--- config.mk ---
export PLATFORM = sky130hd
export DESIGN_NAME = d2ws_ctrl_flat
export DESIGN_NICKNAME = d
export VERILOG_FILES = /design/src/sv/d2_window_score_engine_unit_macros.svh /design/src/sv/d2ws_pkg.sv /design/src/sv/d2ws_if.sv /design/src/sv/d2ws_ctrl.sv /design/src/flat_wrapper.sv
export SDC_FILE = /design/constraint.sdc
export NUM_CORES = 1
export LEC_CHECK = 0
export BUFFER_PORTS_ARGS = -buffer_cell sky130_fd_sc_hd__clkbuf_2
export CORE_ASPECT_RATIO = 0.9
export CORE_MARGIN = 2
export CORE_UTILIZATION = 55
export CTS_CLUSTER_SIZE = 10
export DETAILED_ROUTE_END_ITERATION = 10
export PLACE_DENSITY_LB_ADDON = 0.3
export SETUP_SLACK_MARGIN = 0.02
export SLEW_MARGIN = 15
export SYNTH_ARGS = -nofsm -noshare
export SYNTH_HDL_FRONTEND = slang
export SYNTH_SLANG_ARGS = --single-unit
--- constraint.sdc ---
create_clock -name clk -period 4.9 [get_ports clk]
set_input_delay 0.49 -clock clk [delete_from_list [all_inputs] [get_ports clk]]
set_output_delay 0.49 -clock clk [all_outputs]
set_load 0.02 [all_outputs]
--- src/sv/d2_window_score_engine_unit_macros.svh ---
// Assertion macros for the d2 window score engine.
// Expects clk and rst_n in the scope where they are used.
`ifndef D2_WINDOW_SCORE_ENGINE_UNIT_MACROS_SVH
`define D2_WINDOW_SCORE_ENGINE_UNIT_MACROS_SVH

// Same-cycle implication, masked during reset.
`define D2WS_ASSERT_NOW(label, ante, cons, msg) \
    label: assert property (@(posedge clk) disable iff (!rst_n) (ante) |-> (cons)) \
        else $error(msg);

// Next-cycle implication, masked during reset.
`define D2WS_ASSERT_NEXT(label, ante, cons, msg) \
    label: assert property (@(posedge clk) disable iff (!rst_n) (ante) |=> (cons)) \
        else $error(msg);

`endif

--- src/sv/d2ws_pkg.sv ---
// Shared types and constants of the d2 window score engine.
// No dependencies; the interfaces, the top level, the sequencer and the bench import it.
package d2ws_pkg;

    localparam int CMD_BITS       = 2;
    localparam int WORD_BITS      = 12;
    localparam int SCORE_BITS     = 17;
    localparam int KMER_LEN_DEF   = 6;
    localparam int COUNT_BITS_DEF = 9;

    localparam logic [SCORE_BITS-1:0] THR_RESET = SCORE_BITS'(40);

    typedef enum logic [CMD_BITS-1:0] {
        CMD_UPDATE_MIN  = 2'd0,
        CMD_UPDATE      = 2'd1,
        CMD_RESTART_MIN = 2'd2,
        CMD_CLEAR       = 2'd3
    } cmd_t;

    typedef logic [SCORE_BITS-1:0] score_t;

    typedef struct packed {
        score_t score;
        score_t least_score;
        logic   overflow;
    } res_t;

    typedef struct packed {
        logic clearing;
        logic res_valid;
    } ctrl_stat_t;

endpackage

--- src/sv/d2ws_if.sv ---
// Valid/ready channels of the d2 window score engine: update items and results.
// Depends on d2ws_pkg for field widths.
interface d2ws_in_if;
    import d2ws_pkg::*;

    logic                 valid;
    logic                 ready;
    logic [CMD_BITS-1:0]  cmd;
    logic [WORD_BITS-1:0] inc_word;
    logic [WORD_BITS-1:0] dec_word;

    modport source (output valid, output cmd, output inc_word, output dec_word,
                    input ready);
    modport sink   (input valid, input cmd, input inc_word, input dec_word,
                    output ready);
endinterface


--- src/sv/d2ws_ctrl.sv ---
// Update sequencer: reads both counts, applies the rising then the falling half,
// writes each entry back and tracks score, minimum and overflow. Uses d2ws_pkg.
module d2ws_ctrl #(
    parameter int KMER_LEN   = d2ws_pkg::KMER_LEN_DEF,
    parameter int COUNT_BITS = d2ws_pkg::COUNT_BITS_DEF
) (
    input  logic                    clk,
    input  logic                    rst_n,
    d2ws_in_if.sink                 item,
    input  logic                    out_free,
    output d2ws_pkg::ctrl_stat_t    stat,
    output d2ws_pkg::res_t          res,
    output logic                    rd_en,
    output logic [2*KMER_LEN-1:0]   rd_addr_a,
    output logic [2*KMER_LEN-1:0]   rd_addr_b,
    input  logic [COUNT_BITS:0]     rd_data_a,
    input  logic [COUNT_BITS:0]     rd_data_b,
    output logic                    wr_en,
    output logic [2*KMER_LEN-1:0]   wr_addr,
    output logic [COUNT_BITS:0]     wr_data
);
    import d2ws_pkg::*;

    localparam int ADDR_BITS = 2 * KMER_LEN;
    localparam int EXT_BITS  = (ADDR_BITS > WORD_BITS) ? ADDR_BITS : WORD_BITS;
    localparam int SUM_BITS  =
        ((COUNT_BITS + 2 > SCORE_BITS + 1) ? COUNT_BITS + 2 : SCORE_BITS + 1) + 1;

    typedef logic signed [COUNT_BITS-1:0] count_t;
    typedef logic signed [SUM_BITS-1:0]   sum_t;

    localparam count_t COUNT_MAX = {1'b0, {(COUNT_BITS-1){1'b1}}};
    localparam count_t COUNT_MIN = {1'b1, {(COUNT_BITS-1){1'b0}}};
    localparam count_t COUNT_ONE = COUNT_BITS'(1);
    localparam sum_t   SUM_ONE   = SUM_BITS'(1);

    typedef enum logic [2:0] {
        S_CLEAR,
        S_IDLE,
        S_INC,
        S_DEC,
        S_DONE
    } state_t;

    state_t                 state_reg;
    logic [ADDR_BITS-1:0]   clr_addr_reg;
    score_t                 score_reg;
    score_t                 min_reg;
    logic                   ovf_reg;
    cmd_t                   cmd_reg;
    logic [ADDR_BITS-1:0]   inc_addr_reg;
    logic [ADDR_BITS-1:0]   dec_addr_reg;

    logic                   accept;
    cmd_t                   item_cmd;
    logic [EXT_BITS-1:0]    inc_ext;
    logic [EXT_BITS-1:0]    dec_ext;
    logic [ADDR_BITS-1:0]   inc_addr;
    logic [ADDR_BITS-1:0]   dec_addr;

    logic                   up;
    logic [COUNT_BITS:0]    entry;
    count_t                 d;
    count_t                 new_cnt;
    logic                   at_limit;
    sum_t                   d_ext;
    sum_t                   score_ext;
    sum_t                   step;
    sum_t                   ns;
    logic                   apply;
    score_t                 min_next;

    assign item.ready = (state_reg == S_IDLE);
    assign accept     = item.valid && item.ready;
    assign item_cmd   = cmd_t'(item.cmd);

    assign inc_ext  = EXT_BITS'(item.inc_word);
    assign dec_ext  = EXT_BITS'(item.dec_word);
    assign inc_addr = inc_ext[ADDR_BITS-1:0];
    assign dec_addr = dec_ext[ADDR_BITS-1:0];

    // One half-update per cycle: rising word in S_INC, falling word in S_DEC.
    always_comb
    begin
        up        = (state_reg == S_INC);
        entry     = up ? rd_data_a : rd_data_b;
        d         = entry[COUNT_BITS] ? count_t'(entry[COUNT_BITS-1:0]) : '0;
        at_limit  = up ? (d == COUNT_MAX) : (d == COUNT_MIN);
        d_ext     = SUM_BITS'(d);
        score_ext = sum_t'({{(SUM_BITS-SCORE_BITS){1'b0}}, score_reg});
        step      = up ? ((d_ext <<< 1) + SUM_ONE) : (SUM_ONE - (d_ext <<< 1));
        ns        = score_ext + step;
        apply     = !at_limit && (ns[SUM_BITS-1:SCORE_BITS] == '0);
        new_cnt   = up ? (d + COUNT_ONE) : (d - COUNT_ONE);
    end

    always_comb
    begin
        rd_en     = accept;
        rd_addr_a = inc_addr;
        rd_addr_b = dec_addr;
        wr_en     = (state_reg == S_CLEAR)
                    || (((state_reg == S_INC) || (state_reg == S_DEC)) && apply);
        priority if (state_reg == S_CLEAR)
        begin
            wr_addr = clr_addr_reg;
            wr_data = '0;
        end
        else if (state_reg == S_INC)
        begin
            wr_addr = inc_addr_reg;
            wr_data = {1'b1, new_cnt};
        end
        else
        begin
            wr_addr = dec_addr_reg;
            wr_data = {1'b1, new_cnt};
        end
    end

    assign min_next = ((cmd_reg == CMD_UPDATE_MIN) && (score_reg < min_reg))
                      ? score_reg : min_reg;

    assign res.score       = score_reg;
    assign res.least_score = min_next;
    assign res.overflow    = ovf_reg;

    assign stat.clearing  = (state_reg == S_CLEAR);
    assign stat.res_valid = (state_reg == S_DONE) && out_free;

    always_ff @(posedge clk)
    begin
        if (accept)
        begin
            cmd_reg      <= item_cmd;
            inc_addr_reg <= inc_addr;
            dec_addr_reg <= dec_addr;
        end
    end

    always_ff @(posedge clk or negedge rst_n)
    begin
        if (!rst_n)
        begin
            state_reg    <= S_CLEAR;
            clr_addr_reg <= '0;
            score_reg    <= '0;
            min_reg      <= '0;
            ovf_reg      <= 1'b0;
        end
        else
        begin
            unique case (state_reg)
                S_CLEAR:
                begin
                    clr_addr_reg <= clr_addr_reg + 1'b1;
                    if (clr_addr_reg == '1)
                    begin
                        state_reg <= S_IDLE;
                    end
                end
                S_IDLE:
                begin
                    if (accept)
                    begin
                        unique case (item_cmd)
                            CMD_CLEAR:
                            begin
                                score_reg <= '0;
                                min_reg   <= '0;
                                ovf_reg   <= 1'b0;
                                state_reg <= S_DONE;
                            end
                            CMD_RESTART_MIN:
                            begin
                                min_reg   <= score_reg;
                                state_reg <= S_DONE;
                            end
                            CMD_UPDATE_MIN, CMD_UPDATE:
                            begin
                                // equal words cancel: skip the table
                                state_reg <= (inc_addr == dec_addr) ? S_DONE : S_INC;
                            end
                        endcase
                    end
                end
                S_INC, S_DEC:
                begin
                    if (apply)
                    begin
                        score_reg <= ns[SCORE_BITS-1:0];
                    end
                    else
                    begin
                        ovf_reg <= 1'b1;
                    end
                    state_reg <= (state_reg == S_INC) ? S_DEC : S_DONE;
                end
                S_DONE:
                begin
                    // hold until the output register has room
                    if (out_free)
                    begin
                        min_reg <= min_next;
                        if (cmd_reg == CMD_CLEAR)
                        begin
                            clr_addr_reg <= '0;
                            state_reg    <= S_CLEAR;
                        end
                        else
                        begin
                            state_reg <= S_IDLE;
                        end
                    end
                end
                default:
                begin
                    state_reg <= S_IDLE;
                end
            endcase
        end
    end

endmodule

--- src/flat_wrapper.sv ---
// flat-port wrapper written by rule: the top's interface ports become plain ports
module d2ws_ctrl_flat import d2ws_pkg::*;
#(
    parameter int KMER_LEN   = d2ws_pkg::KMER_LEN_DEF,
    parameter int COUNT_BITS = d2ws_pkg::COUNT_BITS_DEF
)
  (clk, rst_n, out_free, stat, res, rd_en, rd_addr_a, rd_addr_b, rd_data_a, rd_data_b, wr_en, wr_addr, wr_data, item_valid, item_cmd, item_inc_word, item_dec_word, item_ready);
  d2ws_in_if item_i ();
  input  logic clk;
  input  logic rst_n;
  input  logic out_free;
  output d2ws_pkg::ctrl_stat_t stat;
  output d2ws_pkg::res_t res;
  output logic rd_en;
  output logic [2*KMER_LEN-1:0] rd_addr_a;
  output logic [2*KMER_LEN-1:0] rd_addr_b;
  input  logic [COUNT_BITS:0] rd_data_a;
  input  logic [COUNT_BITS:0] rd_data_b;
  output logic wr_en;
  output logic [2*KMER_LEN-1:0] wr_addr;
  output logic [COUNT_BITS:0] wr_data;
  input wire logic [$bits(item_i.valid)-1:0] item_valid;
  input wire logic [$bits(item_i.cmd)-1:0] item_cmd;
  input wire logic [$bits(item_i.inc_word)-1:0] item_inc_word;
  input wire logic [$bits(item_i.dec_word)-1:0] item_dec_word;
  output wire logic [$bits(item_i.ready)-1:0] item_ready;
  assign item_i.valid = item_valid;
  assign item_i.cmd = item_cmd;
  assign item_i.inc_word = item_inc_word;
  assign item_i.dec_word = item_dec_word;
  assign item_ready = item_i.ready;
  d2ws_ctrl #(.KMER_LEN(KMER_LEN), .COUNT_BITS(COUNT_BITS)) u_core (.clk(clk), .rst_n(rst_n), .item(item_i), .out_free(out_free), .stat(stat), .res(res), .rd_en(rd_en), .rd_addr_a(rd_addr_a), .rd_addr_b(rd_addr_b), .rd_data_a(rd_data_a), .rd_data_b(rd_data_b), .wr_en(wr_en), .wr_addr(wr_addr), .wr_data(wr_data));
endmodule
==> Implementation_results.wiki, run 1 <==
{| class="wikitable"
! Metric !! Value
|-
| Worst hold margin || 0.2638 ns
|-
| Switching power || approximately 2400 µW
|-
| Total clock sinks || 76
|-
| Fraction of layout instances using a drive strength above 1 || between 20% and 30%
|-
| Post-CTS Hold Fix Bufs || 0
|-
| Worst reg2reg path endpoint || u_core.score_reg[1]$_DFFE_PN0P_
|-
| Largest clock skew in the final design || ~0.0084 ns
|-
| GPL Wtd Cong || slightly above 0.9
|-
| Final setup fails || 0
|-
| DRT Wirelength || ~15000 µm
|-
| Synthesized-area fraction occupied by and/or/nand/nor cells || 17.64%
|-
| Setup repair after global routing missed its margin || no
|-
| Setup slack on the worst flop-to-flop path || slightly above 0.7 ns
|-
| Status || finished clean
|-
| Data arrival time at the worst-slack endpoint || a little over 4 ns
|-
| Hold Violations, Final || 0
|-
| Post-synth ARST share || between 60% and 70%
|-
| Area growth from synthesis to final layout || 16.55%
|-
| # diodes || 0
|-
| Clock input transition at the sequential cells of the worst setup and hold paths || about 0.060 ns
|-
| Final max-slew violation count || 0
|-
| Endpoint required time on the critical path || 4.41 ns
|-
| Number of vias per cell after detailed routing || 5.793
|-
| Via Count || between 5000 and 6000
|-
| Category of the critical setup timing path || register to output port
|-
| EDFF count, synth || 26
|-
| CTS H-Tree Depth || 3
|-
| First drt pass iteration count || 5
|-
| Combinational Power Share || between 60 and 70%
|-
| Number of storage elements in the synthesis netlist || 76
|-
| I/O Pins || ~140
|-
| Post-route minimum period || 4.622 ns
|-
| Total nets after synthesis || 720
|-
| Wire length of the first global-routing pass || ~23000 µm
|-
| Core area || slightly above 0.01 mm²
|-
| Synth Area in XOR/XNOR || about 6.7%
|-
| CTS Buffer Depth || 2
|-
| Fraction of the yosys area taken by sequential cells || 36.07%
|-
| Antenna violations before repair || 0
|-
| Detail Placement HPWL || 11150 µm
|-
| Maximum resistive drop on vdd || 621.6 µV
|-
| Number of design-rule violations left by the first detailed-router iteration || ~350
|-
| Post-synthesis share of cell area spent on full adders, half adders and majority gates || approximately a tenth
|-
| Switching Fraction || approximately 50%
|-
| Routed Antenna Nets || 0
|-
| Pin slew with the least headroom to its limit || between 1 and 1.5 ns
|-
| Setup TNS || 0 ns
|-
| Die width || 110.7 µm
|-
| Clock buffers created by TritonCTS || 9
|-
| Clock latency of the later-clocked register in the worst-skew pair || around 0.33 ns
|-
| Leakage power summed over all cells || ~0.0031 µW
|-
| Number of max-capacitance violations reported || 0
|-
| Maximum clock rate || between 0.2 and 0.25 GHz
|-
| Gate count after technology mapping || ~630
|-
| Number of warnings issued by yosys || 0
|-
| Internal cell power || roughly 2400 µW
|-
| Number of buffer cells added on primary ports || 135
|-
| Crit share post-route || between 90% and 100%
|-
| Sum of overflow across all layers after global routing || 0
|-
| Share of the synthesized area in compound gates (AO/OA/AOI/OAI) || a little under a fifth
|-
| Pin count of the biggest net entering global routing || 51
|-
| Setup crit end kind || output port
|-
| Routed wire length per instance || approximately 17 µm
|-
| Relative slew slack || just under 30%
|-
| Initial core utilization || 55.68%
|-
| Dominant combinational cell family by area after synthesis || compound AO/OA/AOI/OAI gates
|-
| Unique masters post-synth || 68
|-
| Source of the worst register-to-register timing path || u_core.state_reg[2]$_DFFE_PN0P_
|-
| Number of nets in the final layout || 831
|-
| Clock root buffer || clkbuf_16
|-
| Sequential Power Share || 22.6%
|-
| Drt drc || 0
|-
| Average footprint of a synthesized cell || around 9 µm²
|-
| Power consumption || around 4900 µW
|-
| Die Area || ~0.011 mm²
|-
| Synth Flop Type || dfrtp_1
|-
| Worst hold-check path type || primary input to asynchronous set/reset pin
|-
| Clock Power Share || approximately an eighth
|-
| Number of cells on the worst reg-to-reg path || 15
|-
| CTS tree || done
|-
| Worst-path fanout max || 11
|-
| Floorplan die height || about 100 µm
|-
| Vias in the first global route || roughly 4700
|-
| Netlist area before placement || 0.005633 mm²
|-
| Row count || 35
|-
| Element type at the critical path start || register
|-
| Overall fraction of global-route tracks in use || between 20% and 30%
|-
| Mux share of post-synthesis cell area || under 10%
|-
| Total power divided by cell area || around 740 mW/mm²
|}
## through the flow
stage | utilization (%) | worst slack [ns] | std cells | cell area [µm²]
after global placement | 61.69 | 0.4878 | 852 | 6241
final | 64.90 | 0.2782 | 871 | 6565
after detailed placement | 61.69 | 0.3861 | 852 | 6241
after CTS | 64.59 | 0.1236 | 871 | 6534
after global routing | 64.90 | 0.03231 | 871 | 6565
after floorplan | - | 0.5983 | 626 | 5633
## routing by layer
layer | track usage, % | vias up | part of all wire, %
li1 | - | 2450 | -
met1 | 38.12 | 2393 | 47
met2 | 39.59 | 185 | 45
met3 | 5.254 | 18 | 6.6
met4 | 7.308 | 0 | 1.5
met5 | 0 | - | 0
## cells by family (layout without fill, tap and decap cells)
logic type | count (synthesis) | count (layout)
DFF | 76 | 76
AOI/OAI and AO/OA | 152 | 152
xor gates and xnor gates | 43 | 43
and+or+nand+nor | 213 | 213
buffers and inverters | 78 | 194
adders and majority gates | 44 | 44
muxes | 20 | 20
## final cells by class
| class | instances | area, µm² |
|---|---|---|
| fill | 815 | 3551 |
| multi-input combinational | 472 | 3207 |
| sequential | 76 | 2033 |
| timing repair buffer | 150 | 788.3 |
| clock buffer | 10 | 229.0 |
| tap | 129 | 161.4 |
| inverter | 28 | 105.1 |
| clock inverter | 6 | 41.29 |
## critical path, stage by stage, from the launching register on
cell and delay [ns]:
dfrtp_2 0.48, nor3b_4 0.28, inv_2 0.11, a32oi_2 0.31, ha_1 0.27, a31oi_1 0.11
xor2_1 0.16, ha_1 0.36, a21o_1 0.24, a221o_1 0.40, o2bb2ai_1 0.20, a31oi_2 0.26
a21oi_1 0.14, nor3_4 0.19, or2_1 0.12, clkbuf_2 0.18
## how the worst max path moves through the flow
stage | from | end | slack [ns] | depth (start not counted)
after global placement | u_core.state_reg[2]$_DFFE_PN0P_ | wr_en | 0.49 | 15
final | u_core.state_reg[2]$_DFFE_PN0P_ | wr_en | 0.28 | 15
after floorplan | u_core.state_reg[2]$_DFFE_PN0P_ | wr_en | 0.60 | 17
after global routing | u_core.state_reg[1]$_DFFE_PN0P_ | wr_en | 0.03 | 18
after detailed placement | u_core.state_reg[2]$_DFFE_PN0P_ | wr_en | 0.39 | 15
after CTS | u_core.state_reg[2]$_DFFE_PN0P_ | wr_en | 0.12 | 16
## layout by cell type (no fill, tap or decap), types with 7 or more instances in the layout
cell type  instances
nand3_1           17
a21oi_1           29
nand4_1            7
nand2b_1           9
and3_1            10
nor2b_1            9
xnor2_1           13
xor2_1            30
ha_1              43
or3_1              8
a21o_1             8
buf_4             15
nor2_1            52
clkbuf_2         135
clkbuf_16          9
mux2i_1           17
edfxtp_1          26
o21ai_0           33
inv_1             27
a31oi_1           21
dfrtp_1           49
a22o_1            18
nand2_1           84
## power groups by stage
stage | combinational (µW) | sequential (µW) | clock, µW
detailed placement | 3110 | 1110 | 0
global placement | 3040 | 1090 | 0
CTS | 3150 | 1100 | 608
global route | 3490 | 1130 | 633
floorplan | 2250 | 1100 | 0
finish | 3180 | 1100 | 597
## synth_stat cells (4+ instances only)
library cell / instances / area share (%)
nand2_1: 84 / 5.6
nor2_1: 53 / 3.5
dfrtp_1: 50 / 22
ha_1: 43 / 9.6
o21ai_0: 33 / 2.9
xor2_1: 30 / 4.7
a21oi_1: 29 / 2.6
buf_4: 27 / 3.6
inv_1: 27 / 1.8
edfxtp_1: 26 / 14
a31oi_1: 23 / 2.6
a22o_1: 18 / 2.8
mux2i_1: 17 / 3.0
nand3_1: 17 / 1.5
clkbuf_1: 14 / 0.93
xnor2_1: 13 / 2.0
and3_1: 10 / 1.1
nand2b_1: 9 / 1.0
nor2b_1: 9 / 1.0
a21o_1: 8 / 1.1
or3_1: 8 / 0.89
nand4_1: 7 / 0.78
a32o_1: 4 / 0.71
and2_1: 4 / 0.44
o31ai_1: 4 / 0.53
## timing repair
item	CTS	global route
cloned	0	0
resized for setup	0	6
pin swaps	1	1
setup buffers	3	0
setup endpoints to repair	1	1
Power figures use the tool's default switching activity.
==> inputs of run 2 (changes only) <==
--- a/config.mk
+++ b/config.mk
@@ -6,11 +6,12 @@
 export NUM_CORES = 1
 export LEC_CHECK = 0
 export BUFFER_PORTS_ARGS = -buffer_cell sky130_fd_sc_hd__clkbuf_2
-export CORE_ASPECT_RATIO = 0.9
+export CORE_ASPECT_RATIO = 1.1
 export CORE_MARGIN = 2
 export CORE_UTILIZATION = 55
 export CTS_CLUSTER_SIZE = 10
 export DETAILED_ROUTE_END_ITERATION = 10
+export HOLD_SLACK_MARGIN = 0.1
 export PLACE_DENSITY_LB_ADDON = 0.3
 export SETUP_SLACK_MARGIN = 0.02
 export SLEW_MARGIN = 15
==> run 2 against run 1 <==
Net effect: non-clock buffer count is 2 higher; via count is 1.1% higher; die area hardly changed; combinational power hardly changed; worst setup slack worse by 0.11 ns; register-to-register slack worse by 0.16 ns; critical path type unchanged; critical endpoint unchanged.
==> Implementation_results.wiki, run 2 (synthesized netlist as in run 1, its figures left out) <==
{| class="wikitable"
! Metric !! Value
|-
| Status || finished clean
|-
| Number of buffer cells added on primary ports || roughly 140
|-
| Category of the critical setup timing path || register to output port
|-
| Most frequent standard cell in the layout excluding fill and tap cells || clkbuf_2
|-
| Endpoint required time on the critical path || about 4.4 ns
|-
| Setup TNS || 0 ns
|-
| Number of vias per cell after detailed routing || between 5 and 6
|-
| Worst setup slack after placement || 0.1986 ns
|-
| Antenna violations before repair || 0
|-
| Fraction of layout instances using a drive strength above 1 || between 20% and 30%
|-
| Area growth from synthesis to final layout || 15.73%
|-
| Row count || 38
|-
| Vias in the first global route || 4804
|-
| Maximum resistive drop on vdd || about 410 µV
|-
| Routed Antenna Nets || 0
|-
| Chain of cells forming the critical path || nor3b_4 -> inv_2 -> a32oi_4 -> ha_2 -> a22o_1 -> ha_1 -> a21oi_1 -> nor2_1 -> a311oi_2 -> o21ai_4 -> a31oi_2 -> a21oi_1 -> nor3_2 -> or2_1 -> clkbuf_2
|-
| Total power divided by cell area || 727.5 mW/mm²
|-
| First drt pass iteration count || 6
|-
| Overall fraction of global-route tracks in use || around a quarter
|-
| Element type at the critical path start || register
|-
| Clock buffers created by TritonCTS || 9
|-
| # diodes || 0
|-
| Final design utilization || around two thirds
|-
| CTS tree || done
|-
| Routed wire length per instance || between 15 and 20 µm
|-
| Pin count of the biggest net entering global routing || between 50 and 60
|-
| Via Count || 5099
|-
| Initial core utilization || between 50 and 60%
|-
| Number of inserted filler cells in the final layout || 835
|-
| Total clock sinks || between 70 and 80
|-
| DRT Wirelength || around 14000 µm
|-
| Pin slew with the least headroom to its limit || approximately 0.83 ns
|-
| CTS H-Tree Depth || 3
|-
| Data arrival time at the worst-slack endpoint || between 4 and 5 ns
|-
| Leading cell types in the layout, fill and taps excluded || 135 x clkbuf_2, 84 x nand2_1, 52 x nor2_1
|-
| Number of buffers and inverters on the critical path || 2
|-
| Die Area || approximately 0.011 mm²
|-
| Clock input transition at the sequential cells of the worst setup and hold paths || approximately 0.090 ns
|-
| Hold Violations, Final || 0
|-
| Max stage delay cell, worst path || dfrtp_2
|-
| Worst hold-check path type || primary input to asynchronous set/reset pin
|-
| Cell repeated most along the worst path || a21oi_1
|-
| Core area || approximately 0.0099 mm²
|-
| Number of design-rule violations left by the first detailed-router iteration || between 200 and 300
|-
| Slowest cell delay on critical path || approximately 0.48 ns
|-
| Worst-path fanout max || 12
|-
| Least setup slack across all paths after layout || 0.1642 ns
|-
| Post-CTS Hold Fix Bufs || 0
|-
| Clock root buffer || clkbuf_8
|-
| Number of nets in the final layout || about 830
|-
| CTS Buffer Depth || 2
|-
| Die width || roughly 100 µm
|-
| Final max-slew violation count || 0
|-
| Post-route minimum period || 4.736 ns
|-
| Final setup fails || 0
|-
| GPL Wtd Cong || approximately 0.9
|-
| I/O Pins || about 140
|-
| Floorplan die height || 110.1 µm
|-
| Leakage power summed over all cells || 0.003007 µW
|-
| Number of max-capacitance violations reported || 0
|-
| Maximum clock rate || around 0.21 GHz
|-
| Sum of overflow across all layers after global routing || 0
|-
| Detail Placement HPWL || about 11000 µm
|-
| Crit share post-route || 96.65%
|-
| Wire length of the first global-routing pass || roughly 23000 µm
|-
| Drt drc || 0
|-
| CP top delay family || compound AO/OA/AOI/OAI gates
|-
| Clock latency of the later-clocked register in the worst-skew pair || about 0.35 ns
|-
| Relative slew slack || 44.68%
|-
| Largest clock skew in the final design || 0.01987 ns
|-
| Setup crit end kind || output port
|}
run 2: changes by cell type in the layout (fill, tap and decap cells not counted), sizes merged:
cell	change
inv	+1
clkinv	-3
buf	+2
clkinvlp	+2
run 2: per-layer routing:
layer | track usage [%] | vias up | wire [µm]
li1 | - | 2442 | -
met1 | 33.20 | 2419 | 5996
met2 | 46.69 | 208 | 7311
met3 | 3.216 | 30 | 771
met4 | 8.904 | 0 | 325
met5 | 0 | - | 0
run 2: layout make-up:
cell class	instances	area, µm²	area share, %
inverter	28	105.1	1.612
clock inverter	6	47.55	0.7294
tap	120	150.1	2.303
multi-input combinational	472	3248	49.83
clock buffer	10	127.6	1.958
timing repair buffer	152	807.0	12.38
sequential	76	2033	31.19
run 2: worst paths after layout:
check	slack, ns	endpoint	depth (start not counted)	from
setup / recovery	0.16	wr_en	15	u_core.state_reg[2]$_DFFE_PN0P_
hold / removal	0.23	u_core.min_reg[13]$_DFFE_PN0P_	2	rst_n
max in group asynchronous	4.14	u_core.state_reg[2]$_DFFE_PN0P_	2	rst_n
hold reg to reg	0.50	u_core.min_reg[15]$_DFFE_PN0P_	1	u_core.min_reg[15]$_DFFE_PN0P_
setup reg to reg	0.55	u_core.score_reg[8]$_DFFE_PN0P_	16	u_core.state_reg[2]$_DFFE_PN0P_
min in group clk	0.35	u_core.dec_addr_reg[7]$_DFFE_PP_	1	item_dec_word[7]
run 2: what timing repair did:
item	4_1_cts	5_1_grt
resized for setup	4	11
pin swaps	1	6
endpoints found under the setup margin	1	1
buffers inserted	2	6
run 2: stage by stage:
step | instances | hold slack [ns] | total power [µW] | instance area (µm²)
after CTS | 858 | 0.2682 | 4638 | 6409
after floorplan | 626 | 0.1944 | 3354 | 5633
final | 864 | 0.2327 | 4743 | 6519
after detailed placement | 840 | 0.4815 | 4180 | 6201
after global routing | 864 | 0.3048 | 5123 | 6519
after global placement | 840 | 0.4821 | 4068 | 6201
run 2: worst reg2reg max path: stages, from the launching register on:
cell	delay, ns
dfrtp_2	0.48
nor3b_4	0.29
inv_2	0.17
a32oi_4	0.31
ha_2	0.32
a22o_1	0.22
ha_1	0.34
a21oi_1	0.24
nor2_1	0.09
a311oi_2	0.39
o21ai_4	0.14
a31oi_2	0.27
a21oi_1	0.12
nor3_2	0.21
buf_4	0.15
buf_4	0.28
mux2i_1	0.25
run 2: power by group:
| group | leakage, µW | switching [µW] | internal [µW] |
|---|---|---|---|
| Combinational | 0.00203 | 1930 | 1260 |
| Sequential | 0.000899 | 240 | 875 |
| Clock | 0.0000755 | 244 | 187 |
==> inputs of run 3 (changes only) <==
--- a/config.mk
+++ b/config.mk
@@ -5,10 +5,11 @@
 export SDC_FILE = /design/constraint.sdc
 export NUM_CORES = 1
 export LEC_CHECK = 0
-export BUFFER_PORTS_ARGS = -buffer_cell sky130_fd_sc_hd__clkbuf_2
+export BUFFER_PORTS_ARGS = -buffer_cell sky130_fd_sc_hd__buf_2
 export CORE_ASPECT_RATIO = 1.1
 export CORE_MARGIN = 2
-export CORE_UTILIZATION = 55
+export CORE_UTILIZATION = 56
+export CTS_BUF_LIST = sky130_fd_sc_hd__clkbuf_8
 export CTS_CLUSTER_SIZE = 10
 export DETAILED_ROUTE_END_ITERATION = 10
 export HOLD_SLACK_MARGIN = 0.1
==> run 3 against run 2 <==
Net effect: register-to-register slack improved by 0.13 ns; clock-buffer cell count decreased by 1; utilization increased by 0.57 points; sequential power about the same; largest cell class unchanged; die area decreased by 1.7%; cell count decreased by 0.35%; fmax increased by 0.42%; flip-flop and latch count unchanged; global-route usage decreased by 0.80 points; clock skew decreased by 0.012 ns; design area about the same.
==> Implementation_results.wiki, run 3 (synthesized netlist as in run 1, its figures left out) <==
{| class="wikitable"
! Metric !! Value
|-
| DRT Wirelength || approximately 14000 µm
|-
| Leakage power summed over all cells || between 0.003 and 0.004 µW
|-
| Data arrival time at the worst-slack endpoint || about 4.2 ns
|-
| Hold Violations, Final || 0
|-
| Endpoint required time on the critical path || 4.41 ns
|-
| Final max-slew violation count || 0
|-
| Switching Fraction || 50.68%
|-
| Internal cell power || 2329 µW
|-
| Pin count of the biggest net entering global routing || 51
|-
| Area growth from synthesis to final layout || 15.62%
|-
| Clock input transition at the sequential cells of the worst setup and hold paths || approximately 0.090 ns
|-
| Overall fraction of global-route tracks in use || about 25%
|-
| Total clock sinks || between 70 and 80
|-
| Worst reg2reg path endpoint || u_core.score_reg[3]$_DFFE_PN0P_
|-
| Relative slew slack || a little over two fifths
|-
| Antenna violations before repair || 0
|-
| Floorplan die height || 109.2 µm
|-
| Maximum resistive drop on vdd || 433.2 µV
|-
| Number of cells on the worst reg-to-reg path || 15
|-
| Clock latency of the later-clocked register in the worst-skew pair || approximately 0.35 ns
|-
| Number of vias per cell after detailed routing || 5.808
|-
| Routed Antenna Nets || 0
|-
| Initial core utilization || 57.23%
|-
| Category of the critical setup timing path || register to output port
|-
| Die Area || around 0.011 mm²
|-
| Crit share post-route || between 90 and 100%
|-
| I/O Pins || 136
|-
| Die width || ~100 µm
|-
| Maximum clock rate || 0.2120 GHz
|-
| Wire length of the first global-routing pass || 22230 µm
|-
| Fraction of layout instances using a drive strength above 1 || between 20% and 30%
|-
| Number of max-capacitance violations reported || 0
|-
| CTS H-Tree Depth || 3
|-
| Number of design-rule violations left by the first detailed-router iteration || 245
|-
| Clock Power Share || approximately 9.1%
|-
| Worst-path fanout max || 7
|-
| Post-CTS Hold Fix Bufs || 0
|-
| Clock buffers created by TritonCTS || 9
|-
| Combinational Power Share || about two thirds
|-
| Number of nets in the final layout || 830
|-
| Vias in the first global route || 4707
|-
| Source of the worst register-to-register timing path || u_core.state_reg[0]$_DFFE_PN0P_
|-
| Pin slew with the least headroom to its limit || 0.8527 ns
|-
| Detail Placement HPWL || around 11000 µm
|-
| Via Count || approximately 5000
|-
| First drt pass iteration count || 6
|-
| Total power divided by cell area || 725.2 mW/mm²
|-
| Setup slack on the worst flop-to-flop path || approximately 0.68 ns
|-
| Number of buffer cells added on primary ports || between 100 and 150
|-
| Setup crit end kind || output port
|-
| Drt drc || 0
|-
| Post-route minimum period || between 4 and 5 ns
|-
| Switching power || 2394 µW
|-
| Sum of overflow across all layers after global routing || 0
|-
| Final setup fails || 0
|-
| Clock root buffer || clkbuf_8
|-
| CTS Buffer Depth || 2
|-
| Setup TNS || 0 ns
|-
| Routed wire length per instance || between 15 and 20 µm
|-
| Power consumption || 4723 µW
|-
| CTS tree || done
|-
| Sequential Power Share || 23.2%
|-
| Worst hold-check path type || primary input to asynchronous set/reset pin
|-
| Leading cell types in the layout, fill and taps excluded || 135 x buf_2, 84 x nand2_1, 52 x nor2_1
|-
| Largest clock skew in the final design || a little over 0.008 ns
|-
| Element type at the critical path start || register
|-
| Row count || 38
|-
| Status || finished clean
|-
| Core area || between 0.009 and 0.01 mm²
|-
| Number of inserted filler cells in the final layout || slightly above 800
|-
| Most frequent standard cell in the layout excluding fill and tap cells || buf_2
|-
| # diodes || 0
|-
| GPL Wtd Cong || about 0.88
|}
[run 3: cell types whose count changed in the layout (fill, tap and decap cells not counted), moves of 2 or more]
cell,previous run,this run
buf_4,16,13
buf_2,0,135
clkbuf_2,135,0
clkinv_2,0,2
clkinvlp_4,4,1
clkinv_1,0,2
[run 3: critical path, cell delays in order (launching register included)]
cell	delay (ns)
dfrtp_1	0.46
nor3b_4	0.35
inv_2	0.12
a32oi_2	0.31
ha_2	0.27
a31oi_1	0.09
xor2_1	0.17
ha_1	0.38
a21o_1	0.25
a221o_1	0.38
o2bb2ai_1	0.19
a31oi_2	0.22
a21oi_1	0.11
nor3_2	0.23
or2_1	0.15
buf_2	0.16
[run 3: final cells by class]
cell class	count	area, µm²	area share (%)
Timing Repair Buffer	149	793.3	12.18
Tap cell	120	150.1	2.305
Multi-Input combinational cell	472	3266	50.14
Clock inverter	7	42.54	0.6532
Sequential cell	76	2032	31.20
Clock buffer	9	123.9	1.902
Inverter	28	105.1	1.614
[run 3: power by group through the flow]
| stage | Sequential [µW] | Combinational, µW | Clock, µW |
|---|---|---|---|
| 6_report | 1100 | 3200 | 429 |
| 5_1_grt | 1130 | 3530 | 460 |
| 4_1_cts | 1090 | 3080 | 434 |
| 3_5_place_dp | 1100 | 3060 | 0 |
| 3_3_place_gp | 1090 | 2990 | 0 |
| 2_1_floorplan | 1100 | 2250 | 0 |
[run 3: how the worst max path moves through the flow]
stage | start | cells after the start | slack, ns | to
final | u_core.state_reg[0]$_DFFE_PN0P_ | 15 | 0.18 | wr_en
after global routing | u_core.state_reg[0]$_DFFE_PN0P_ | 15 | -0.004 | wr_en
after CTS | u_core.state_reg[2]$_DFFE_PN0P_ | 16 | 0.03 | wr_en
after detailed placement | u_core.state_reg[0]$_DFFE_PN0P_ | 16 | 0.30 | wr_en
after global placement | rd_data_a[9] | 16 | 0.41 | wr_en
after floorplan | u_core.state_reg[2]$_DFFE_PN0P_ | 17 | 0.60 | wr_en
[run 3: metrics by stage]
step	hold WS [ns]	utilization, %	cells	cell area, µm²	worst slack (ns)
after global placement	0.4765	63.16	842	6216	0.4077
after global routing	0.3099	66.17	861	6513	-0.003678
after floorplan	0.1944	-	626	5633	0.5983
after CTS	0.2645	64.93	859	6390	0.02916
final	0.2394	66.17	861	6513	0.1839
after detailed placement	0.4764	63.16	842	6216	0.2980
[run 3: what timing repair did]
action	CTS	global route
pin swaps	1	5
setup endpoints to repair	1	1
buffers inserted	1	2
gates resized for setup	0	19
[run 3: layer usage]
layer / GRT usage [%] / share of wire (%) / wire [µm] / vias up
met1: 32.17 / 42 / 5938 / 2365
li1: - / - / - / 2444
met3: 4.231 / 5.2 / 727 / 20
met4: 6.654 / 1.5 / 208 / 0
met2: 45.37 / 51 / 7154 / 172
met5: 0 / 0 / 0 / -
